[config.mk]
export PLATFORM = sky130hd
export DESIGN_NAME = qrs_mid_queue
export DESIGN_NICKNAME = d
export VERILOG_FILES = /design/src/hw/rtl/qrs_pkg.sv /design/src/hw/rtl/qrs_mid_queue.sv
export SDC_FILE = /design/constraint.sdc
export NUM_CORES = 1
export LEC_CHECK = 0
export BUFFER_PORTS_ARGS = -buffer_cell sky130_fd_sc_hd__buf_2
export CAP_MARGIN = 20
export CORE_MARGIN = 1.5
export CORE_UTILIZATION = 51
export CTS_CLUSTER_SIZE = 40
export DETAILED_ROUTE_END_ITERATION = 6
export MAX_ROUTING_LAYER = met4
export PLACE_DENSITY = 0.81
export SKIP_CTS_REPAIR_TIMING = 1
export SYNTH_ARGS = -nofsm -noshare
export SYNTH_HDL_FRONTEND = slang
export SYNTH_SLANG_ARGS = --single-unit
[constraint.sdc]
create_clock -name i_clk -period 3.3 [get_ports i_clk]
set_clock_uncertainty 0.15 [all_clocks]
set_input_delay 0.33 -clock i_clk [delete_from_list [all_inputs] [get_ports i_clk]]
set_output_delay 0.33 -clock i_clk [all_outputs]
set_load 0.005 [all_outputs]
[src/hw/rtl/qrs_pkg.sv]
`default_nettype none

package qrs_pkg;

    // coefficient and fixed-point format
    localparam int COEF_WIDTH  = 16;
    localparam int FRAC_BITS   = 16;

    // port widths
    localparam int COEF_PORT_W = 16;
    localparam int STATUS_W    = 2;
    localparam int DISC_OUT_W  = 34;
    localparam int ROOT_W      = 33;

    // internal widths derived from the format
    localparam int PROD_W      = 2 * COEF_WIDTH;
    localparam int DISC_W      = 2 * COEF_WIDTH + 2;
    localparam int RAD_BITS    = DISC_W - 1 + 2 * FRAC_BITS;
    localparam int RAD_W       = 2 * ((RAD_BITS + 1) / 2);
    localparam int SQ_W        = RAD_W / 2;
    localparam int SQ_REM_W    = SQ_W + 2;
    localparam int NB_W        = COEF_WIDTH + 1 + FRAC_BITS;
    localparam int NUM_W       = ((NB_W > SQ_W + 1) ? NB_W : SQ_W + 1) + 1;
    localparam int QUO_W       = NUM_W - 1;
    localparam int DEN_W       = COEF_WIDTH + 1;

    // queue depths, powers of two
    localparam int MID_DEPTH   = 4;
    localparam int MID_AW      = $clog2(MID_DEPTH);
    localparam int OUT_DEPTH   = 2;
    localparam int OUT_AW      = $clog2(OUT_DEPTH);

    // root status codes
    localparam logic [STATUS_W-1:0] ST_TWO     = 2'd0;
    localparam logic [STATUS_W-1:0] ST_DOUBLE  = 2'd1;
    localparam logic [STATUS_W-1:0] ST_COMPLEX = 2'd2;
    localparam logic [STATUS_W-1:0] ST_NO_LEAD = 2'd3;

    // classified item between front and back
    typedef struct packed {
        logic [STATUS_W-1:0]          status;
        logic signed [DISC_W-1:0]     disc;
        logic signed [COEF_WIDTH-1:0] coef_a;
        logic signed [COEF_WIDTH-1:0] coef_b;
    } t_mid;

    // mid queue status toward the control logic
    typedef struct packed {
        logic valid;
        logic full;
    } t_mid_stat;

    // finished result
    typedef struct packed {
        logic [STATUS_W-1:0]          status;
        logic signed [DISC_OUT_W-1:0] disc;
        logic signed [ROOT_W-1:0]     root_low;
        logic signed [ROOT_W-1:0]     root_high;
    } t_res;

endpackage

`default_nettype wire

[src/hw/rtl/qrs_mid_queue.sv]
`default_nettype none

module qrs_mid_queue (
    input  wire logic          i_clk,
    input  wire logic          i_rst_n,
    input  wire logic          i_push,
    input  wire qrs_pkg::t_mid i_item,
    input  wire logic          i_pop,
    output qrs_pkg::t_mid      o_item,
    output qrs_pkg::t_mid_stat o_stat
);

    localparam int DEPTH = qrs_pkg::MID_DEPTH;
    localparam int AW    = qrs_pkg::MID_AW;

    qrs_pkg::t_mid r_mem [DEPTH];
    logic [AW-1:0] r_wp;
    logic [AW-1:0] r_rp;
    logic [AW:0]   r_cnt;

    always_ff @(posedge i_clk) begin
        if (!i_rst_n) begin
            r_wp  <= '0;
            r_rp  <= '0;
            r_cnt <= '0;
        end else begin
            if (i_push) begin
                r_wp <= r_wp + 1'b1;
            end
            if (i_pop) begin
                r_rp <= r_rp + 1'b1;
            end
            if (i_push && !i_pop) begin
                r_cnt <= r_cnt + 1'b1;
            end else if (!i_push && i_pop) begin
                r_cnt <= r_cnt - 1'b1;
            end
        end
    end

    always_ff @(posedge i_clk) begin
        if (i_push) begin
            r_mem[r_wp] <= i_item;
        end
    end

    assign o_item       = r_mem[r_rp];
    assign o_stat.valid = (r_cnt != '0);
    assign o_stat.full  = (r_cnt == (AW+1)'(DEPTH));

`ifndef SYNTHESIS
    a_no_push_full: assert property (@(posedge i_clk) disable iff (!i_rst_n)
        i_push |-> !o_stat.full)
        else $error("mid queue written while full");

    a_no_pop_empty: assert property (@(posedge i_clk) disable iff (!i_rst_n)
        i_pop |-> o_stat.valid)
        else $error("mid queue read while empty");
`endif

endmodule

`default_nettype wire

==> insert_results.sql <==
INSERT INTO impl_metrics (metric_group, metric, value, unit) VALUES
('timing', 'relSlewSlack', '0.341', ''),
('setup_path', 'cpPeakStageDelay', '0.64', 'ns'),
('timing', 'maxClockFrequency', '363', 'MHz'),
('setup_path', 'timing.critical_path.from_type', 'flop', ''),
('clocking', 'cts_tree', 'built', ''),
('setup_path', 'r2r_start', 'r_wp[0]$_SDFFE_PN0P_', ''),
('clocking', 'clock_tree.htree_level_count', '1', ''),
('setup_path', 'worst_reg2reg_setup_slack', '1.36', 'ns'),
('route', 'drt-total-wl', '18300', 'um'),
('status', 'outcome', 'complete, no violations', ''),
('setup_path', 'critical_path_arrival', '2.28', 'ns'),
('setup_path', 'crit_required', '2.82', 'ns'),
('synthesis', 'synth-edff-count', '272', ''),
('clocking', 'clock_tree.root_cell', 'sky130_fd_sc_hd__clkbuf_16', ''),
('synthesis', 'number_of_storage_elements_in_the_synthesis_netlist', '281', ''),
('timing', 'grt_setup_unrepaired', 'false', ''),
('synthesis', 'yosys.area_share.adder', '0.00803', ''),
('route', 'vias_per_cell', '5.28', ''),
('timing', 'finalCritPeriodShare', '0.836', ''),
('timing', 'finalWorstPathRequiredPeriod', '2.76', 'ns'),
('synthesis', 'synthesis.area_per_instance', '25.8', 'um^2'),
('route', 'count_of_vias_placed_by_the_detailed_router', '4843', ''),
('die', 'die_height', '145', 'um'),
('placed_design', 'numPortBuffers', '141', ''),
('synthesis', 'synthSimpleGateAreaFrac', '0.00900', ''),
('timing', 'setup-violations-final', '0', ''),
('synthesis', 'synth_compound_area_frac', '0.00122', ''),
('clocking', 'clock_path_buffers', '3', ''),
('synthesis', 'netlist.area_leader.share', '0.794', ''),
('synthesis', 'synth_async_sr_flop_share', '0', ''),
('clocking', 'cts.sinks', '281', ''),
('setup_path', 'worstReg2RegEnd', 'r_mem[0][43]$_DFFE_PP_', ''),
('grt', 'groute.usage.overall', '0.178', ''),
('power_and_ir_drop', 'ir_worst_vdd', '0.000433', 'V'),
('power_and_ir_drop', 'leakage', '0.00442', 'uW'),
('clocking', 'clk_pin_slew', '0.05', 'ns'),
('timing', 'maxSlewViolCount', '0', ''),
('placed_design', 'finalWeightedCongestion', '0.664', ''),
('synthesis', 'syn-instance-count', '399', ''),
('clocking', 'cts-buffers-inserted', '28', ''),
('route', 'drt_drc_violations_left', '0', ''),
('route', 'drt_first_pass_iters', '4', ''),
('timing', 'layout_setup_ws', '0.543', 'ns'),
('synthesis', 'synth_top_cells_by_count', 'sky130_fd_sc_hd__edfxtp_1, sky130_fd_sc_hd__mux4_2, sky130_fd_sc_hd__and2_1, sky130_fd_sc_hd__dfxtp_1, sky130_fd_sc_hd__ha_1', ''),
('grt', 'grt_overflow', '0', ''),
('route', 'wire_per_inst', '19.9', 'um'),
('die', 'io-pin-count', '142', ''),
('synthesis', 'syn_area', '10300', 'um^2'),
('die', 'fp-row-count', '51', ''),
('synthesis', 'yosysMostFrequentCell', 'sky130_fd_sc_hd__edfxtp_1', ''),
('grt', 'via_count_of_the_first_global_routing_pass', '4932', ''),
('synthesis', 'ys_dominant_reg_cell', 'sky130_fd_sc_hd__edfxtp_1', ''),
('run', 'maxcap_violations', '0', ''),
('placed_design', 'placement_cell_area', '11300', 'um^2'),
('die', 'starting_density_of_the_core', '0.525', ''),
('final_layout', 'final.fill_count', '1284', ''),
('grt', 'grt_antenna_before_repair', '0', ''),
('final_layout', 'post-route-cell-area', '12900', 'um^2'),
('timing', 'worst_hold_margin', '0.0327', 'ns'),
('setup_path', 'worst_path_maximum_fanout', '23', ''),
('power_and_ir_drop', 'power-per-cell-area', '610', 'nW/um^2'),
('synthesis', 'synth.yosys.seq_area_share', '0.812', ''),
('die', 'dieWidth', '145', 'um'),
('synthesis', 'synth-xor-area-share', '0.00426', ''),
('grt', 'grt_max_degree', '69', ''),
('min_path', 'min-delay-path-class', 'in -> reg', ''),
('synthesis', 'yosysWarnings', '0', ''),
('synthesis', 'synth.distinct_cells', '21', ''),
('setup_path', 'timing.reg2reg.worst_path_depth', '4', ''),
('timing', 'final-hold-violation-count', '0', ''),
('final_layout', 'flow.area_growth_from_synthesis', '25.4', '%');
[per-stage QoR]
stage | cells | util
2_1_floorplan | 399 | -
3_3_place_gp | 796 | 0.578
3_5_place_dp | 796 | 0.578
4_1_cts | 848 | 0.623
5_1_grt | 917 | 0.658
6_report | 917 | 0.658
[placed cells by master, fill, tap and decap left out, drive strengths merged]
| cell type | count |
|---|---|
| mux2i | 2 |
| a21boi | 1 |
| clkbuf | 46 |
| or3 | 2 |
| nor2b | 2 |
| fa | 1 |
| dlygate4sd3 | 69 |
| ha | 5 |
| buf | 148 |
| edfxtp | 272 |
| nor3b | 1 |
| dfxtp | 9 |
| mux4 | 68 |
| xor2 | 3 |
| and2 | 9 |
| inv | 5 |
| o21ai | 1 |
| xnor2 | 2 |
| nand2 | 1 |
| clkinv | 5 |
[cell type report]
| type | instances | share of cell area |
|---|---|---|
| clock inverter | 6 | 0.00281 |
| clock buffer | 46 | 0.0659 |
| inverter | 4 | 0.00116 |
| timing repair buffer | 217 | 0.117 |
| sequential | 281 | 0.648 |
| tap | 265 | 0.0257 |
| multi-input combinational | 98 | 0.139 |
[worst max-delay path: cells and delay by family, from the launching register on]
| kind | cells | cell delay [ns] |
|---|---|---|
| DFF | 1 | 0.64 |
| muxes | 1 | 0.57 |
| buffers and inverters | 2 | 0.54 |
[where the power goes]
group	switching [uW]	internal [uW]	leakage [uW]	total, uW
Sequential	89.1	4100	0.00257	4190
Clock	1200	1750	0.000439	2950
Combinational	318	403	0.00141	721
Total	1610	6250	0.00442	7860
[layer usage]
metal	GRT usage	vias to the layer above	share of wire
met5	-	-	0
met4	0.0433	0	0.018
met3	0.0377	27	0.053
met2	0.287	153	0.51
met1	0.234	2500	0.42
li1	-	2163	-
[worst max path at each step]
stage,depth (start not counted),slack [ns],to
4_1_cts,3,0.47,o_item[24]
3_5_place_dp,3,1.03,o_item[24]
6_report,3,0.54,o_item[24]
5_1_grt,3,0.37,o_item[24]
2_1_floorplan,3,0.58,r_mem[0][0]$_DFFE_PP_
3_3_place_gp,3,1.04,o_item[64]
[cells by family (layout without fill, tap and decap cells)]
kind of cell,after synthesis,after routing
AO/OA/AOI/OAI,2,2
flip-flops,281,281
multiplexers,70,70
adder cells (fa/ha/maj),6,6
XOR/XNOR,5,5
AND/OR/NAND/NOR,15,15
buffers and inverters,20,273
[registers in the layout (all words and copies together) (netlist names), named ones only]
signal,flops
r_mem,272
r_cnt,3
r_rp,2
r_wp,2
Power figures use the tool's default switching activity.
