File: config.mk
export PLATFORM = sky130hd
export DESIGN_NAME = qrs_front
export DESIGN_NICKNAME = d
export VERILOG_FILES = /design/src/hw/rtl/qrs_pkg.sv /design/src/hw/rtl/qrs_front.sv
export SDC_FILE = /design/constraint.sdc
export NUM_CORES = 1
export LEC_CHECK = 0
export ABC_AREA = 0
export BUFFER_PORTS_ARGS = -buffer_cell sky130_fd_sc_hd__buf_2
export CAP_MARGIN = 30
export CORE_MARGIN = 2
export CORE_UTILIZATION = 50
export CTS_CLUSTER_DIAMETER = 50
export DETAILED_ROUTE_END_ITERATION = 10
export PLACE_DENSITY = 0.74
export SLEW_MARGIN = 20
export SYNTH_ARGS = -nofsm -noshare
export SYNTH_HDL_FRONTEND = slang
export SYNTH_SLANG_ARGS = --single-unit
File: constraint.sdc
create_clock -name i_clk -period 8.16 [get_ports i_clk]
set_input_delay 2.448 -clock i_clk [delete_from_list [all_inputs] [get_ports i_clk]]
set_output_delay 2.448 -clock i_clk [all_outputs]
set_load 0.03 [all_outputs]
File: src/hw/rtl/qrs_pkg.sv
`default_nettype none

package qrs_pkg;

    // coefficient and fixed-point format
    localparam int COEF_WIDTH  = 16;
    localparam int FRAC_BITS   = 16;

    // port widths
    localparam int COEF_PORT_W = 16;
    localparam int STATUS_W    = 2;
    localparam int DISC_OUT_W  = 34;
    localparam int ROOT_W      = 33;

    // internal widths derived from the format
    localparam int PROD_W      = 2 * COEF_WIDTH;
    localparam int DISC_W      = 2 * COEF_WIDTH + 2;
    localparam int RAD_BITS    = DISC_W - 1 + 2 * FRAC_BITS;
    localparam int RAD_W       = 2 * ((RAD_BITS + 1) / 2);
    localparam int SQ_W        = RAD_W / 2;
    localparam int SQ_REM_W    = SQ_W + 2;
    localparam int NB_W        = COEF_WIDTH + 1 + FRAC_BITS;
    localparam int NUM_W       = ((NB_W > SQ_W + 1) ? NB_W : SQ_W + 1) + 1;
    localparam int QUO_W       = NUM_W - 1;
    localparam int DEN_W       = COEF_WIDTH + 1;

    // queue depths, powers of two
    localparam int MID_DEPTH   = 4;
    localparam int MID_AW      = $clog2(MID_DEPTH);
    localparam int OUT_DEPTH   = 2;
    localparam int OUT_AW      = $clog2(OUT_DEPTH);

    // root status codes
    localparam logic [STATUS_W-1:0] ST_TWO     = 2'd0;
    localparam logic [STATUS_W-1:0] ST_DOUBLE  = 2'd1;
    localparam logic [STATUS_W-1:0] ST_COMPLEX = 2'd2;
    localparam logic [STATUS_W-1:0] ST_NO_LEAD = 2'd3;

    // classified item between front and back
    typedef struct packed {
        logic [STATUS_W-1:0]          status;
        logic signed [DISC_W-1:0]     disc;
        logic signed [COEF_WIDTH-1:0] coef_a;
        logic signed [COEF_WIDTH-1:0] coef_b;
    } t_mid;

    // mid queue status toward the control logic
    typedef struct packed {
        logic valid;
        logic full;
    } t_mid_stat;

    // finished result
    typedef struct packed {
        logic [STATUS_W-1:0]          status;
        logic signed [DISC_OUT_W-1:0] disc;
        logic signed [ROOT_W-1:0]     root_low;
        logic signed [ROOT_W-1:0]     root_high;
    } t_res;

endpackage

`default_nettype wire

File: src/hw/rtl/qrs_front.sv
`default_nettype none

module qrs_front (
    input  wire logic                                   i_clk,
    input  wire logic                                   i_rst_n,
    input  wire logic                                   i_en,
    input  wire logic                                   i_push,
    input  wire logic signed [qrs_pkg::COEF_PORT_W-1:0] i_coef_a,
    input  wire logic signed [qrs_pkg::COEF_PORT_W-1:0] i_coef_b,
    input  wire logic signed [qrs_pkg::COEF_PORT_W-1:0] i_coef_c,
    output logic                                        o_valid,
    output qrs_pkg::t_mid                               o_item
);

    localparam int CW = qrs_pkg::COEF_WIDTH;
    localparam int PW = qrs_pkg::PROD_W;
    localparam int DW = qrs_pkg::DISC_W;

    // coefficients read in their low CW bits
    logic signed [CW-1:0] a_cw;
    logic signed [CW-1:0] b_cw;
    logic signed [CW-1:0] c_cw;

    assign a_cw = CW'($unsigned(i_coef_a));
    assign b_cw = CW'($unsigned(i_coef_b));
    assign c_cw = CW'($unsigned(i_coef_c));

    // stage 1: products
    logic                 r_s1_vld;
    logic signed [PW-1:0] r_bb;
    logic signed [PW-1:0] r_ac;
    logic signed [CW-1:0] r_s1_a;
    logic signed [CW-1:0] r_s1_b;

    // stage 2: discriminant and class
    logic                 r_s2_vld;
    qrs_pkg::t_mid        r_s2_item;
    qrs_pkg::t_mid        n_s2_item;
    logic signed [DW-1:0] disc;

    always_comb begin
        disc = DW'(r_bb) - (DW'(r_ac) <<< 2);
        n_s2_item.disc   = disc;
        n_s2_item.coef_a = r_s1_a;
        n_s2_item.coef_b = r_s1_b;
        if (r_s1_a == '0) begin
            n_s2_item.status = qrs_pkg::ST_NO_LEAD;
        end else if (disc[DW-1]) begin
            n_s2_item.status = qrs_pkg::ST_COMPLEX;
        end else if (disc == '0) begin
            n_s2_item.status = qrs_pkg::ST_DOUBLE;
        end else begin
            n_s2_item.status = qrs_pkg::ST_TWO;
        end
    end

    always_ff @(posedge i_clk) begin
        if (!i_rst_n) begin
            r_s1_vld <= 1'b0;
            r_s2_vld <= 1'b0;
        end else if (i_en) begin
            r_s1_vld <= i_push;
            r_s2_vld <= r_s1_vld;
        end
    end

    always_ff @(posedge i_clk) begin
        if (i_en) begin
            r_bb      <= b_cw * b_cw;
            r_ac      <= a_cw * c_cw;
            r_s1_a    <= a_cw;
            r_s1_b    <= b_cw;
            r_s2_item <= n_s2_item;
        end
    end

    assign o_valid = r_s2_vld;
    assign o_item  = r_s2_item;

endmodule

`default_nettype wire

==> results.md <==
* Status: complete, no violations
* Source of the critical timing path: i_coef_b[8]
* Hold Path Sink: o_item[4]$_DFFE_PP_
* First-pass GRT wire length at 95.6 mm
* Avg Cell Area, Syn at 10.1 µm²
* Non-filler cells, final at 3465
* GRT overflow at 0
* DR vias/cell at 5.16
* TritonCTS Buffers at 17
* Clock Sinks at 162
* All-Layer GR Usage at 0.228
* Place WS at -209 ps
* CTS H-Tree Depth at 4
* Final HPWL DP at 47.4 mm
* Commonest non-fill, non-tap cell in the layout: inv_1
* Worst slew pin tran at 835 ps
* First drt pass iteration count at 5
* Commonest cells after routing, fill and taps aside: 652 x inv_1, 491 x fa_1, 231 x nand2_1
* Met3 Usage GRT at 0.0366
* Final setup margin at 214 ps
* Worst-path fanout max at 7
* Reg2Reg Setup Slack at 3180 ps
* Busiest grt layer: met2
* Critical Path Source Type: input port
* DR iter-0 viols at 1074
* Yosys warns at 0
* Critical path class: in -> reg
* Die Y at 230 µm
* Largest net degree at the start of global routing at 77
* Final setup vio count at 0
* Worst skew pair latency at 460 ps
* Antenna Violating Nets Remaining at 0
* Period utilization at 0.974
* Site Rows at 82
* Mapped Cells at 2530
* Tmin final at 7950 ps
* Mapped cell area at 0.0256 mm²
* Number of global-route vias before repair at 19977
* Hold depth at 0
* Ys flop type: edfxtp_1
* Max-cap viol count at 0
* Post-Syn Nets at 3283
* Initial antenna violation count at 0
* Die W at 230 µm
* Routed length per instance at 16.1 µm
* Met2 Usage GRT at 0.396
* Fillcell total at 4253
* Clk slew on worst S/H paths at 60 ps
* Cts hold-fix bufs at 0
* CTS tree: yes
* Core ar. at 0.0503 mm²
* Reg2reg path depth at 12
* Max Fclk at 126 MHz
* Worst reg2reg path endpoint: o_item[66]$_SDFFCE_PP1P_
* Final hold vios at 0
* Min-Delay Path Class: reg -> reg
* I/O pin count at 121
* Seq/Total Area, Yosys at 0.189
* Clk root buf: clkbuf_16
* Min-delay src: r_s1_b[4]$_DFFE_PP_
* Initial Util at 0.509
* Met1 Use GR at 0.288
* WHS at 419 ps
* RePlAce Congestion at 0.902
* Port-buffer cells at 119
* Post-synth EDFFs at 160
* Register bit total from synthesis at 162
* Fraction of layout cells with a size suffix above 1 at 0.130
* Max-slew violation count at 0
* Post-CTS setup buffer count at 0
* Dpl cells at 3433
* Slew headroom at 0.438
* Clock skew at 6.63 ps
* Area delta synth->final at 12.9%
* Req. time, crit path at 8360 ps
* CTS max path bufs at 2
* Post-route setup TNS at 0 ps
* CP arrival at 8140 ps
* Diode count at 0
* Synth cell types at 71
* Async SR Flop Fraction at 0
* Layout Nets at 3533
* DR vias at 17871
* CP Capture Type: flip-flop
* Worst flop-to-flop path startpoint: r_ac[0]$_DFFE_PP_
* Number of remaining DRC errors at 0
* Final wirelength at 55.8 mm
* Die area at 0.0530 mm²
-- state kept, by name, indices dropped and copies added (netlist names) --
name,flops
r_s1_b,15
o_valid,1
r_bb,31
o_item,66
r_s1_a,16
r_ac,32
r_s1_vld,1
-- metrics by stage --
stage | util | cell area, µm²
detailed placement | 0.561 | 28200
CTS | 0.573 | 28800
global route | 0.574 | 28900
global placement | 0.561 | 28200
finish | 0.574 | 28900
floorplan | - | 25700
-- worst max-delay path: stages --
cell	delay [ps]
buf_2	120
buf_12	130
buf_4	140
and2_2	200
fa_1	550
inv_1	50
fa_1	480
inv_1	50
fa_1	550
fa_1	460
fa_1	490
inv_1	50
fa_1	470
inv_1	60
ha_4	220
a21o_1	160
a21o_1	180
a221o_1	380
a21o_1	200
a31o_2	250
a31oi_4	170
o21bai_1	80
a21oi_1	170
xnor2_1	80
-- synthesized netlist by cell type (4+ instances only) --
cell type / instances / area share
nor2b_1: 16 / 0.0039
o211ai_1: 7 / 0.0021
a21oi_1: 79 / 0.015
inv_1: 653 / 0.096
mux2i_1: 6 / 0.0023
nor4_1: 4 / 0.00098
fa_1: 497 / 0.39
nand4_1: 8 / 0.0020
edfxtp_1: 160 / 0.19
a31oi_1: 11 / 0.0027
and2_1: 162 / 0.040
nand2b_1: 16 / 0.0039
a31o_2: 6 / 0.0021
clkbuf_1: 57 / 0.0084
nor3b_1: 4 / 0.0012
nor4b_1: 4 / 0.0014
nand2_1: 231 / 0.034
o21a_1: 16 / 0.0047
a211oi_1: 5 / 0.0015
or3_1: 9 / 0.0022
nor2_1: 89 / 0.013
o21bai_1: 10 / 0.0029
o31a_1: 4 / 0.0014
ha_1: 204 / 0.10
xnor2_1: 74 / 0.025
nand3b_1: 6 / 0.0018
a21o_1: 28 / 0.0082
nand3_1: 13 / 0.0025
xor2_1: 20 / 0.0069
a21boi_0: 4 / 0.0012
o21ai_0: 42 / 0.0082
nor3_1: 13 / 0.0025
and3_1: 10 / 0.0024
-- worst max-delay path by stage --
stage          slack (ps)  depth (start not counted)                  to
6_report              210                         24  r_bb[31]$_DFFE_PP_
4_1_cts               200                         23  r_bb[31]$_DFFE_PP_
2_1_floorplan          -1                         23  r_bb[31]$_DFFE_PP_
5_1_grt               -30                         25  r_bb[23]$_DFFE_PP_
3_3_place_gp         -160                         25  r_bb[31]$_DFFE_PP_
3_5_place_dp         -210                         23  r_bb[31]$_DFFE_PP_
-- cells by family after synthesis --
kind of cell,synth area share
AO/OA/AOI/OAI,0.0644
XOR/XNOR,0.0322
adder cells (fa/ha/maj),0.489
buffers and inverters,0.106
flip-flops,0.189
multiplexers,0.00367
other,0.000147
AND/OR/NAND/NOR,0.115
-- final cells by class --
type,count,area (µm²),share of cell area
well taps,672,841,0.0291
repair buffers,295,2010,0.0695
clock buffers,19,433,0.0150
multi-input cells,1651,18100,0.628
flip-flops and latches,162,4840,0.168
clock inverters,13,159,0.00551
inverters,653,2450,0.0850
-- layer usage --
layer / vias up / part of all wire
met3: 103 / 0.046
met4: 0 / 0.028
li1: 8249 / -
met1: 9110 / 0.41
met5: - / 0
met2: 409 / 0.52
-- repair_timing --
action                                  4_1_cts  5_1_grt
resized for setup                             0       12
endpoints found under the hold margin         0        0
endpoints found under the setup margin        0        5
Power is not shown: default switching activity piles up to over one toggle a cycle in this logic, so the estimate is an artifact.
